===== config.mk =====
export PLATFORM = sky130hd
export DESIGN_NAME = escape_string_decoder_fnv_hash_flat
export DESIGN_NICKNAME = d
export VERILOG_FILES = /design/src/design/esdfnv_pkg.sv /design/src/design/esdfnv_req_if.sv /design/src/design/esdfnv_rsp_if.sv /design/src/design/esdfnv_step.sv /design/src/design/escape_string_decoder_fnv_hash.sv /design/src/flat_wrapper.sv
export VERILOG_INCLUDE_DIRS = /design/src /design/src/design
export SDC_FILE = /design/constraint.sdc
export NUM_CORES = 1
export LEC_CHECK = 0
export ABC_AREA = 1
export BUFFER_PORTS_ARGS = -buffer_cell sky130_fd_sc_hd__buf_2
export CORE_ASPECT_RATIO = 0.9
export CORE_MARGIN = 2
export CORE_UTILIZATION = 45
export DETAILED_ROUTE_END_ITERATION = 10
export SLEW_MARGIN = 10
export SYNTH_ARGS = -nofsm -noshare
export SYNTH_HDL_FRONTEND = slang
export SYNTH_HIERARCHICAL = 1
export SYNTH_SLANG_ARGS = --single-unit

===== constraint.sdc =====
create_clock -name clock -period 10.5 [get_ports clock]
set_clock_uncertainty 0.2 [all_clocks]
set_input_delay 0.525 -clock clock [delete_from_list [all_inputs] [get_ports clock]]
set_output_delay 0.525 -clock clock [all_outputs]
set_load 0.01 [all_outputs]

===== src/design/escape_string_decoder_fnv_hash_assert.svh =====
// Assertion macros for the escape string decoder with FNV-1a hash.
`ifndef ESCAPE_STRING_DECODER_FNV_HASH_ASSERT_SVH
`define ESCAPE_STRING_DECODER_FNV_HASH_ASSERT_SVH
`ifndef NO_ASSERTIONS
// Check cons in the same cycle as ante.
`define ESDFNV_ASSERT_SAME(label, ante, cons) \
   label: assert property (@(posedge clock) disable iff (reset) (ante) |-> (cons)) \
      else $error("esdfnv assertion failed");
// Check cons in the cycle after ante.
`define ESDFNV_ASSERT_NEXT(label, ante, cons) \
   label: assert property (@(posedge clock) disable iff (reset) (ante) |=> (cons)) \
      else $error("esdfnv assertion failed");
`else
`define ESDFNV_ASSERT_SAME(label, ante, cons)
`define ESDFNV_ASSERT_NEXT(label, ante, cons)
`endif
`endif


===== src/design/esdfnv_pkg.sv =====
// Package: types, constants and helpers of the escape string decoder.
`timescale 1ns / 1ps
package esdfnv_pkg;

   localparam int LENGTH_BITS = 16;
   localparam int LEN_OUT_BITS = 16;
   localparam int WIDE_BITS = LENGTH_BITS + LEN_OUT_BITS;

   localparam logic [31:0] FNV_BASIS = 32'd2166136261;
   localparam logic [31:0] FNV_PRIME = 32'd16777619;

   localparam logic [7:0] CHAR_BACKSLASH = 8'h5C;
   localparam logic [7:0] CHAR_QUOTE     = 8'h27;
   localparam logic [7:0] CHAR_DQUOTE    = 8'h22;
   localparam logic [7:0] CHAR_N         = 8'h6E;
   localparam logic [7:0] CHAR_R         = 8'h72;
   localparam logic [7:0] CHAR_T         = 8'h74;
   localparam logic [7:0] CHAR_X         = 8'h78;
   localparam logic [7:0] CTRL_NEWLINE   = 8'h0A;
   localparam logic [7:0] CTRL_RETURN    = 8'h0D;
   localparam logic [7:0] CTRL_TAB       = 8'h09;

   localparam logic [LENGTH_BITS-1:0] COUNT_MAX = {LENGTH_BITS{1'b1}};
   localparam logic [LEN_OUT_BITS-1:0] LEN_OUT_MAX = {LEN_OUT_BITS{1'b1}};

   typedef enum logic [3:0] {
      MODE_NORMAL   = 4'b0001,
      MODE_ESCAPE   = 4'b0010,
      MODE_HEX_HIGH = 4'b0100,
      MODE_HEX_LOW  = 4'b1000
   } mode_type;

   typedef struct packed {
      mode_type               mode;
      logic [3:0]             high_nibble;
      logic                   error;
      logic [31:0]            hash;
      logic [LENGTH_BITS-1:0] count;
   } state_type;

   typedef struct packed {
      logic [7:0]              out_byte;
      logic                    byte_valid;
      logic                    end_of_string;
      logic                    status;
      logic [31:0]             hash_value;
      logic [LEN_OUT_BITS-1:0] decoded_length;
   } result_type;

   localparam state_type STATE_RESET = '{
      mode:        MODE_NORMAL,
      high_nibble: 4'h0,
      error:       1'b0,
      hash:        FNV_BASIS,
      count:       '0
   };

   // Hex digit decode: bit 4 flags a valid digit, bits 3:0 carry its value.
   function automatic logic [4:0] hex_digit(logic [7:0] c);
      logic [4:0] r;
      r = 5'h00;
      if (c >= 8'h30 && c <= 8'h39) begin
         r = {1'b1, 4'(c - 8'h30)};
      end else if (c >= 8'h61 && c <= 8'h66) begin
         r = {1'b1, 4'(c - 8'h57)};
      end else if (c >= 8'h41 && c <= 8'h46) begin
         r = {1'b1, 4'(c - 8'h37)};
      end
      return r;
   endfunction

   // Saturate the internal count to the width of the length field.
   function automatic logic [LEN_OUT_BITS-1:0] length_out(logic [LENGTH_BITS-1:0] n);
      logic [WIDE_BITS-1:0] wide;
      wide = WIDE_BITS'(n);
      if (wide > WIDE_BITS'(LEN_OUT_MAX)) begin
         return LEN_OUT_MAX;
      end
      return wide[LEN_OUT_BITS-1:0];
   endfunction

endpackage


===== src/design/esdfnv_req_if.sv =====
// Input channel interface: raw source bytes with an end-of-string flag.
`timescale 1ns / 1ps
interface esdfnv_req_if;
   logic       valid;
   logic       ready;
   logic [7:0] char_byte;
   logic       is_last;

   modport source (output valid, output char_byte, output is_last, input ready);
   modport sink (input valid, input char_byte, input is_last, output ready);
endinterface


===== src/design/esdfnv_rsp_if.sv =====
// Result channel interface: decoded bytes and end-of-string summary.
`timescale 1ns / 1ps
interface esdfnv_rsp_if;
   logic        valid;
   logic        ready;
   logic [7:0]  out_byte;
   logic        byte_valid;
   logic        end_of_string;
   logic        status;
   logic [31:0] hash_value;
   logic [15:0] decoded_length;

   modport source (output valid, output out_byte, output byte_valid, output end_of_string,
                   output status, output hash_value, output decoded_length, input ready);
   modport sink (input valid, input out_byte, input byte_valid, input end_of_string,
                 input status, input hash_value, input decoded_length, output ready);
endinterface


===== src/design/esdfnv_step.sv =====
// Decode step: next decoder state and the result for one source byte.
`timescale 1ns / 1ps
module esdfnv_step
   import esdfnv_pkg::*;
(
   input  state_type  cur_state,
   input  logic [7:0] char_byte,
   input  logic       is_last,
   output state_type  next_state,
   output logic       emit,
   output result_type result
);

   logic       have;
   logic [7:0] dec_byte;
   logic [4:0] hex;
   logic       bad;
   state_type  upd;

   always_comb begin
      hex      = hex_digit(char_byte);
      upd      = cur_state;
      have     = 1'b0;
      dec_byte = 8'h00;
      if (!cur_state.error) begin
         unique case (cur_state.mode)
            MODE_NORMAL: begin
               if (char_byte == CHAR_BACKSLASH) begin
                  upd.mode = MODE_ESCAPE;
               end else begin
                  dec_byte = char_byte;
                  have     = 1'b1;
               end
            end
            MODE_ESCAPE: begin
               upd.mode = MODE_NORMAL;
               unique case (char_byte) inside
                  CHAR_BACKSLASH, CHAR_QUOTE, CHAR_DQUOTE: begin
                     dec_byte = char_byte;
                     have     = 1'b1;
                  end
                  CHAR_N: begin
                     dec_byte = CTRL_NEWLINE;
                     have     = 1'b1;
                  end
                  CHAR_R: begin
                     dec_byte = CTRL_RETURN;
                     have     = 1'b1;
                  end
                  CHAR_T: begin
                     dec_byte = CTRL_TAB;
                     have     = 1'b1;
                  end
                  CHAR_X: begin
                     upd.mode = MODE_HEX_HIGH;
                  end
                  default: begin
                     upd.error = 1'b1;
                  end
               endcase
            end
            MODE_HEX_HIGH: begin
               if (hex[4]) begin
                  upd.high_nibble = hex[3:0];
                  upd.mode        = MODE_HEX_LOW;
               end else begin
                  upd.error = 1'b1;
                  upd.mode  = MODE_NORMAL;
               end
            end
            MODE_HEX_LOW: begin
               if (hex[4]) begin
                  dec_byte = {cur_state.high_nibble, hex[3:0]};
                  have     = 1'b1;
               end else begin
                  upd.error = 1'b1;
               end
               upd.mode = MODE_NORMAL;
            end
            default: begin
               upd.mode = MODE_NORMAL;
            end
         endcase
      end

      // Fold the decoded byte into the hash and the saturating count.
      if (have) begin
         upd.hash = (cur_state.hash ^ {24'h000000, dec_byte}) * FNV_PRIME;
         if (cur_state.count != COUNT_MAX) begin
            upd.count = cur_state.count + LENGTH_BITS'(1);
         end
      end

      bad  = upd.error || (upd.mode != MODE_NORMAL);
      emit = have || is_last;

      result.out_byte       = dec_byte;
      result.byte_valid     = have;
      result.end_of_string  = is_last;
      result.status         = is_last && bad;
      result.hash_value     = (is_last && !bad) ? upd.hash : 32'h00000000;
      result.decoded_length = (is_last && !bad) ? length_out(upd.count) : '0;

      next_state = is_last ? STATE_RESET : upd;
   end

endmodule


===== src/design/escape_string_decoder_fnv_hash.sv =====
// Top level: streaming backslash-escape decoder with FNV-1a hash and length.
`timescale 1ns / 1ps
// Takes one raw byte of an escaped string literal per item, with is_last on the
// final byte, and gives back decoded bytes as they complete. The escapes \\ \'
// \" \n \r \t and \x with two hex digits of either case are decoded; any other
// byte passes through. An unknown escape letter, a bad hex digit or a string
// that ends inside an escape sets a sticky error, after which bytes are
// dropped until the final one. The final byte always yields an item with
// end_of_string set; with status 0 it carries the FNV-1a hash of the decoded
// bytes and their count (saturating at 65535), with status 1 both are zero.
// After that item the decoder starts a new string. Rate: one item per cycle
// while the result channel is ready; an accepted byte goes through the input
// register, then the result register. The clock is set by the decode step plus
// the 32-bit FNV multiply, from the hash register back to itself per decoded
// byte. No clearing pass: items are taken from the first cycle out of reset.
module escape_string_decoder_fnv_hash
   import esdfnv_pkg::*;
(
   input logic          clock,
   input logic          reset,
   esdfnv_req_if.sink   req_chan,
   esdfnv_rsp_if.source rsp_chan
);

`include "escape_string_decoder_fnv_hash_assert.svh"

   // Input register.
   logic       in_valid_ff, in_valid_in;
   logic [7:0] in_byte_ff;
   logic       in_last_ff;

   // Decoder state carried from byte to byte.
   state_type  state_ff, state_in;

   // Result register.
   logic       out_valid_ff, out_valid_in;
   result_type out_ff;

   state_type  step_state;
   logic       step_emit;
   result_type step_result;
   logic       out_space;
   logic       consume;
   logic       req_take;

   esdfnv_step u_step (
      .cur_state  (state_ff),
      .char_byte  (in_byte_ff),
      .is_last    (in_last_ff),
      .next_state (step_state),
      .emit       (step_emit),
      .result     (step_result)
   );

   // The result register is free when empty or being taken this cycle.
   assign out_space = !out_valid_ff || rsp_chan.ready;
   // Retire the held item: items without a result need no room downstream.
   assign consume   = in_valid_ff && (!step_emit || out_space);
   assign req_chan.ready = !in_valid_ff || consume;
   assign req_take  = req_chan.valid && req_chan.ready;

   always_comb begin
      in_valid_in  = req_take || (in_valid_ff && !consume);
      state_in     = consume ? step_state : state_ff;
      out_valid_in = (consume && step_emit) || (out_valid_ff && !rsp_chan.ready);
   end

   // Control state: valids and decoder state.
   always_ff @(posedge clock) begin
      if (reset) begin
         in_valid_ff  <= 1'b0;
         out_valid_ff <= 1'b0;
         state_ff     <= STATE_RESET;
      end else begin
         in_valid_ff  <= in_valid_in;
         out_valid_ff <= out_valid_in;
         state_ff     <= state_in;
      end
   end

   // Payload: load on accept, hold otherwise.
   always_ff @(posedge clock) begin
      if (req_take) begin
         in_byte_ff <= req_chan.char_byte;
         in_last_ff <= req_chan.is_last;
      end
      if (consume && step_emit) begin
         out_ff <= step_result;
      end
   end

   assign rsp_chan.valid          = out_valid_ff;
   assign rsp_chan.out_byte       = out_ff.out_byte;
   assign rsp_chan.byte_valid     = out_ff.byte_valid;
   assign rsp_chan.end_of_string  = out_ff.end_of_string;
   assign rsp_chan.status         = out_ff.status;
   assign rsp_chan.hash_value     = out_ff.hash_value;
   assign rsp_chan.decoded_length = out_ff.decoded_length;

   // A result item always carries a byte or closes a string.
   `ESDFNV_ASSERT_SAME(a_no_empty_result, out_valid_ff, out_ff.byte_valid || out_ff.end_of_string)
   // Summary fields stay zero except on a clean end of string.
   `ESDFNV_ASSERT_SAME(a_summary_zero, out_valid_ff && (!out_ff.end_of_string || out_ff.status),
      out_ff.hash_value == 32'h00000000 && out_ff.decoded_length == '0)
   // An error always leaves the decoder in normal mode.
   `ESDFNV_ASSERT_SAME(a_error_mode, state_ff.error, state_ff.mode == MODE_NORMAL)
   // Closing a string restores the reset state.
   `ESDFNV_ASSERT_NEXT(a_clear_after_end, consume && in_last_ff,
      state_ff.mode == MODE_NORMAL && !state_ff.error && state_ff.count == '0)

endmodule

===== src/flat_wrapper.sv =====
// flat-port wrapper written by rule: the top's interface ports become plain ports
module escape_string_decoder_fnv_hash_flat import esdfnv_pkg::*;
  (clock, reset, req_chan_valid, req_chan_char_byte, req_chan_is_last, req_chan_ready, rsp_chan_valid, rsp_chan_out_byte, rsp_chan_byte_valid, rsp_chan_end_of_string, rsp_chan_status, rsp_chan_hash_value, rsp_chan_decoded_length, rsp_chan_ready);
  esdfnv_req_if req_chan_i ();
  esdfnv_rsp_if rsp_chan_i ();
  input logic clock;
  input logic reset;
  input wire logic [$bits(req_chan_i.valid)-1:0] req_chan_valid;
  input wire logic [$bits(req_chan_i.char_byte)-1:0] req_chan_char_byte;
  input wire logic [$bits(req_chan_i.is_last)-1:0] req_chan_is_last;
  output wire logic [$bits(req_chan_i.ready)-1:0] req_chan_ready;
  output wire logic [$bits(rsp_chan_i.valid)-1:0] rsp_chan_valid;
  output wire logic [$bits(rsp_chan_i.out_byte)-1:0] rsp_chan_out_byte;
  output wire logic [$bits(rsp_chan_i.byte_valid)-1:0] rsp_chan_byte_valid;
  output wire logic [$bits(rsp_chan_i.end_of_string)-1:0] rsp_chan_end_of_string;
  output wire logic [$bits(rsp_chan_i.status)-1:0] rsp_chan_status;
  output wire logic [$bits(rsp_chan_i.hash_value)-1:0] rsp_chan_hash_value;
  output wire logic [$bits(rsp_chan_i.decoded_length)-1:0] rsp_chan_decoded_length;
  input wire logic [$bits(rsp_chan_i.ready)-1:0] rsp_chan_ready;
  assign req_chan_i.valid = req_chan_valid;
  assign req_chan_i.char_byte = req_chan_char_byte;
  assign req_chan_i.is_last = req_chan_is_last;
  assign req_chan_ready = req_chan_i.ready;
  assign rsp_chan_valid = rsp_chan_i.valid;
  assign rsp_chan_out_byte = rsp_chan_i.out_byte;
  assign rsp_chan_byte_valid = rsp_chan_i.byte_valid;
  assign rsp_chan_end_of_string = rsp_chan_i.end_of_string;
  assign rsp_chan_status = rsp_chan_i.status;
  assign rsp_chan_hash_value = rsp_chan_i.hash_value;
  assign rsp_chan_decoded_length = rsp_chan_i.decoded_length;
  assign rsp_chan_i.ready = rsp_chan_ready;
  escape_string_decoder_fnv_hash u_core (.clock(clock), .reset(reset), .req_chan(req_chan_i), .rsp_chan(rsp_chan_i));
endmodule

==> qor.yml <==
status:
  run_status: "finished clean"
floorplan:
  dieHeight_um: 164
  die_area_um2: 30000
  rows: 58
  start_util_pct: 45.9
  die_w_um: 182
  ioPinCount: 74
  core_um2: 28000
synthesis:
  ys_ff_latch: 127
  async_flop_share_pct: 0
  netlist_instances: 1648
  yosysSeqAreaShare_pct: 25.0
  yosys_warnings: 6
  synthDominantCellAreaShare_pct: 18.7
  avgSynthCellArea_um2: 7.81
  synth_edf_count: 68
  synth.largest_area_cell: "ha_1"
  synth.area.top_cells: "ha_1, edfxtp_1, fa_1"
  synth.cell_area_um2: 12900
  synth-main-ff-cell: "edfxtp_1"
  postSynthNetCount: 1927
  synth_cell_types: 44
worst_setup_path:
  crit_path_end_kind: "register"
  slowest_delay_ps: 630
  path_max_fanout: 6
  crit_path_frequent_cell: "nand2_1"
  cp-start-kind: "register"
  cp_data_required_time_ps: 10580
  r2r_start: "u_core/in_byte_ff[0]$_DFFE_PP_"
  crit_type: "reg2reg"
  slowest_stage: "xnor2_1"
  cp_num_buf_inv: 5
  startpoint: "u_core/in_byte_ff[0]$_DFFE_PP_"
  cp.arrival_ps: 7950
  crit_family: "adder cells"
clocking:
  clk_latency_ps: 440
  clock-sinks: 127
  cts_resized: 0
  hold_buffers: 0
  cts_tree: "yes"
  post_cts_buffers: 0
  cts-root-buf: "clkbuf_16"
  path_clk_slew_ps: 60
  cts_buffers: 17
  cts.htree.levels: 4
  clk_path_buf_depth: 2
drt:
  wl_mm: 32.8
  ant_nets: 0
  initialDrtViolationCount: 705
  wire_per_inst_um: 15.9
  viasPerCell: 5.08
  drc: 0
  vias: 10500
  drtPass1Iterations: 7
hold_path:
  worstHoldStart: "reset"
  min_path_type: "in2reg"
timing:
  period_needed_ps: 7870
  clock.fmax_mhz: 127
  finalSetupViolations: 0
  rsz0062_at_grt: "no"
  fin_tns_setup_ps: 0
  hold_violations: 0
  tightest_slew_ps: 1120
  slew_headroom_pct: 25.0
  slew_violations: 0
  finalCritPeriodShare_pct: 74.9
grt:
  overflow: 0
  first_global_vias: 10200
  grt_antenna_before_repair: 0
  grt_max_degree: 102
  grt_first_pass_wirelength_mm: 52.9
  track_usage_pct: 22.5
finish:
  area_growth_pct: 8.96
  final_common_cell: "inv_1"
  multiInputGateArea_um2: 7960
  final_net_count: 1974
  num-fill-cells: 2801
  drive_gt1_share_pct: 7.79
  ff_latch_area_um2: 3230
  most-common-layout-cells: "inv_1, nand2_1, ha_1"
  antenna_cells: 0
placed_design:
  io_buffer_count: 73
  hpwl_mm: 24.9
  place.gp.congestion: 0.940
flow_run:
  cap_violations: 0
[cell families (layout without fill, tap and decap cells)]
group / count (synthesis) / after routing / share of synthesized area (%)
adders and majority gates: 266 / 266 / 30.2
buffers and inverters: 410 / 470 / 13.2
AOI/OAI and AO/OA: 160 / 160 / 6.75
DFF: 127 / 127 / 25.0
and+or+nand+nor: 625 / 625 / 20.7
muxes: 10 / 10 / 0.778
xor gates and xnor gates: 50 / 50 / 3.40
[layout make-up]
cell class	instances	area share [%]
Clock inverter	15	1.48
Clock buffer	17	3.03
Multi-Input combinational cell	1111	56.8
Inverter	360	9.64
Tap cell	360	3.21
Timing Repair Buffer	78	2.87
Sequential cell	127	23.0
[worst register-to-register path: cells and delay by family (launching register included)]
kind,cells,cell delay (ps)
AO/OA/AOI/OAI,2,190
XOR/XNOR,2,780
adder cells (fa/ha/maj),9,3220
buffers and inverters,5,520
flip-flops,1,450
AND/OR/NAND/NOR,17,2360
[metrics by stage]
stage | instances | area, um2 | utilization (%) | hold slack [ps] | setup slack, ps
floorplan | 1648 | 12900 | - | 229 | 4090
global placement | 2036 | 13400 | 47.8 | 240 | 2860
detailed placement | 2036 | 13400 | 47.8 | 244 | 2740
CTS | 2068 | 14000 | 50.1 | 45.2 | 2710
global route | 2068 | 14000 | 50.1 | 51.1 | 2140
finish | 2068 | 14000 | 50.1 | 63.1 | 2630
[registers in the layout (all words and copies together), names as in the netlist]
signal,count
u_core/in_byte_ff,8
u_core/rsp_chan.valid,1
u_core/in_last_ff,1
u_core/in_valid_ff,1
u_core/rsp_chan.hash_value,32
u_core/rsp_chan.end_of_string,1
u_core/state_ff,57
u_core/rsp_chan.decoded_length,16
u_core/rsp_chan.byte_valid,1
u_core/rsp_chan.status,1
u_core/rsp_chan.out_byte,8
[worst paths after layout]
kind	to	slack, ps	depth (start not counted)
min	u_core/in_valid_ff$_SDFF_PP0_	60	2
min reg2reg	u_core/state_ff[18]$_SDFFE_PP1P_	260	2
max	u_core/state_ff[40]$_SDFFE_PP1P_	2630	35
max reg2reg	u_core/state_ff[40]$_SDFFE_PP1P_	2630	35
[synthesized netlist by cell type, types with 6 or more instances]
cell and number:
nand4_1 12, nor3_1 14, buf_6 15, dfxtp_1 59, xnor2_1 20, a21oi_1 86
mux2i_1 10, xor2_1 30, inv_1 356, nand3_2 8, edfxtp_1 68, fa_1 74
clkbuf_1 6, o21ai_0 32, buf_4 6, o21bai_1 7, ha_1 192, nand2_1 267
o21ai_1 17, buf_2 19, nor2_1 188, nand3_1 121
[per-layer routing]
metal | GRT usage (%) | wire length [um]
met5 | 0 | 0
met2 | 35.5 | 14200
met3 | 3.26 | 1640
met1 | 32.6 | 16500
met4 | 5.28 | 461
Power is not shown: default switching activity piles up to over one toggle a cycle in this logic, so the estimate is an artifact.
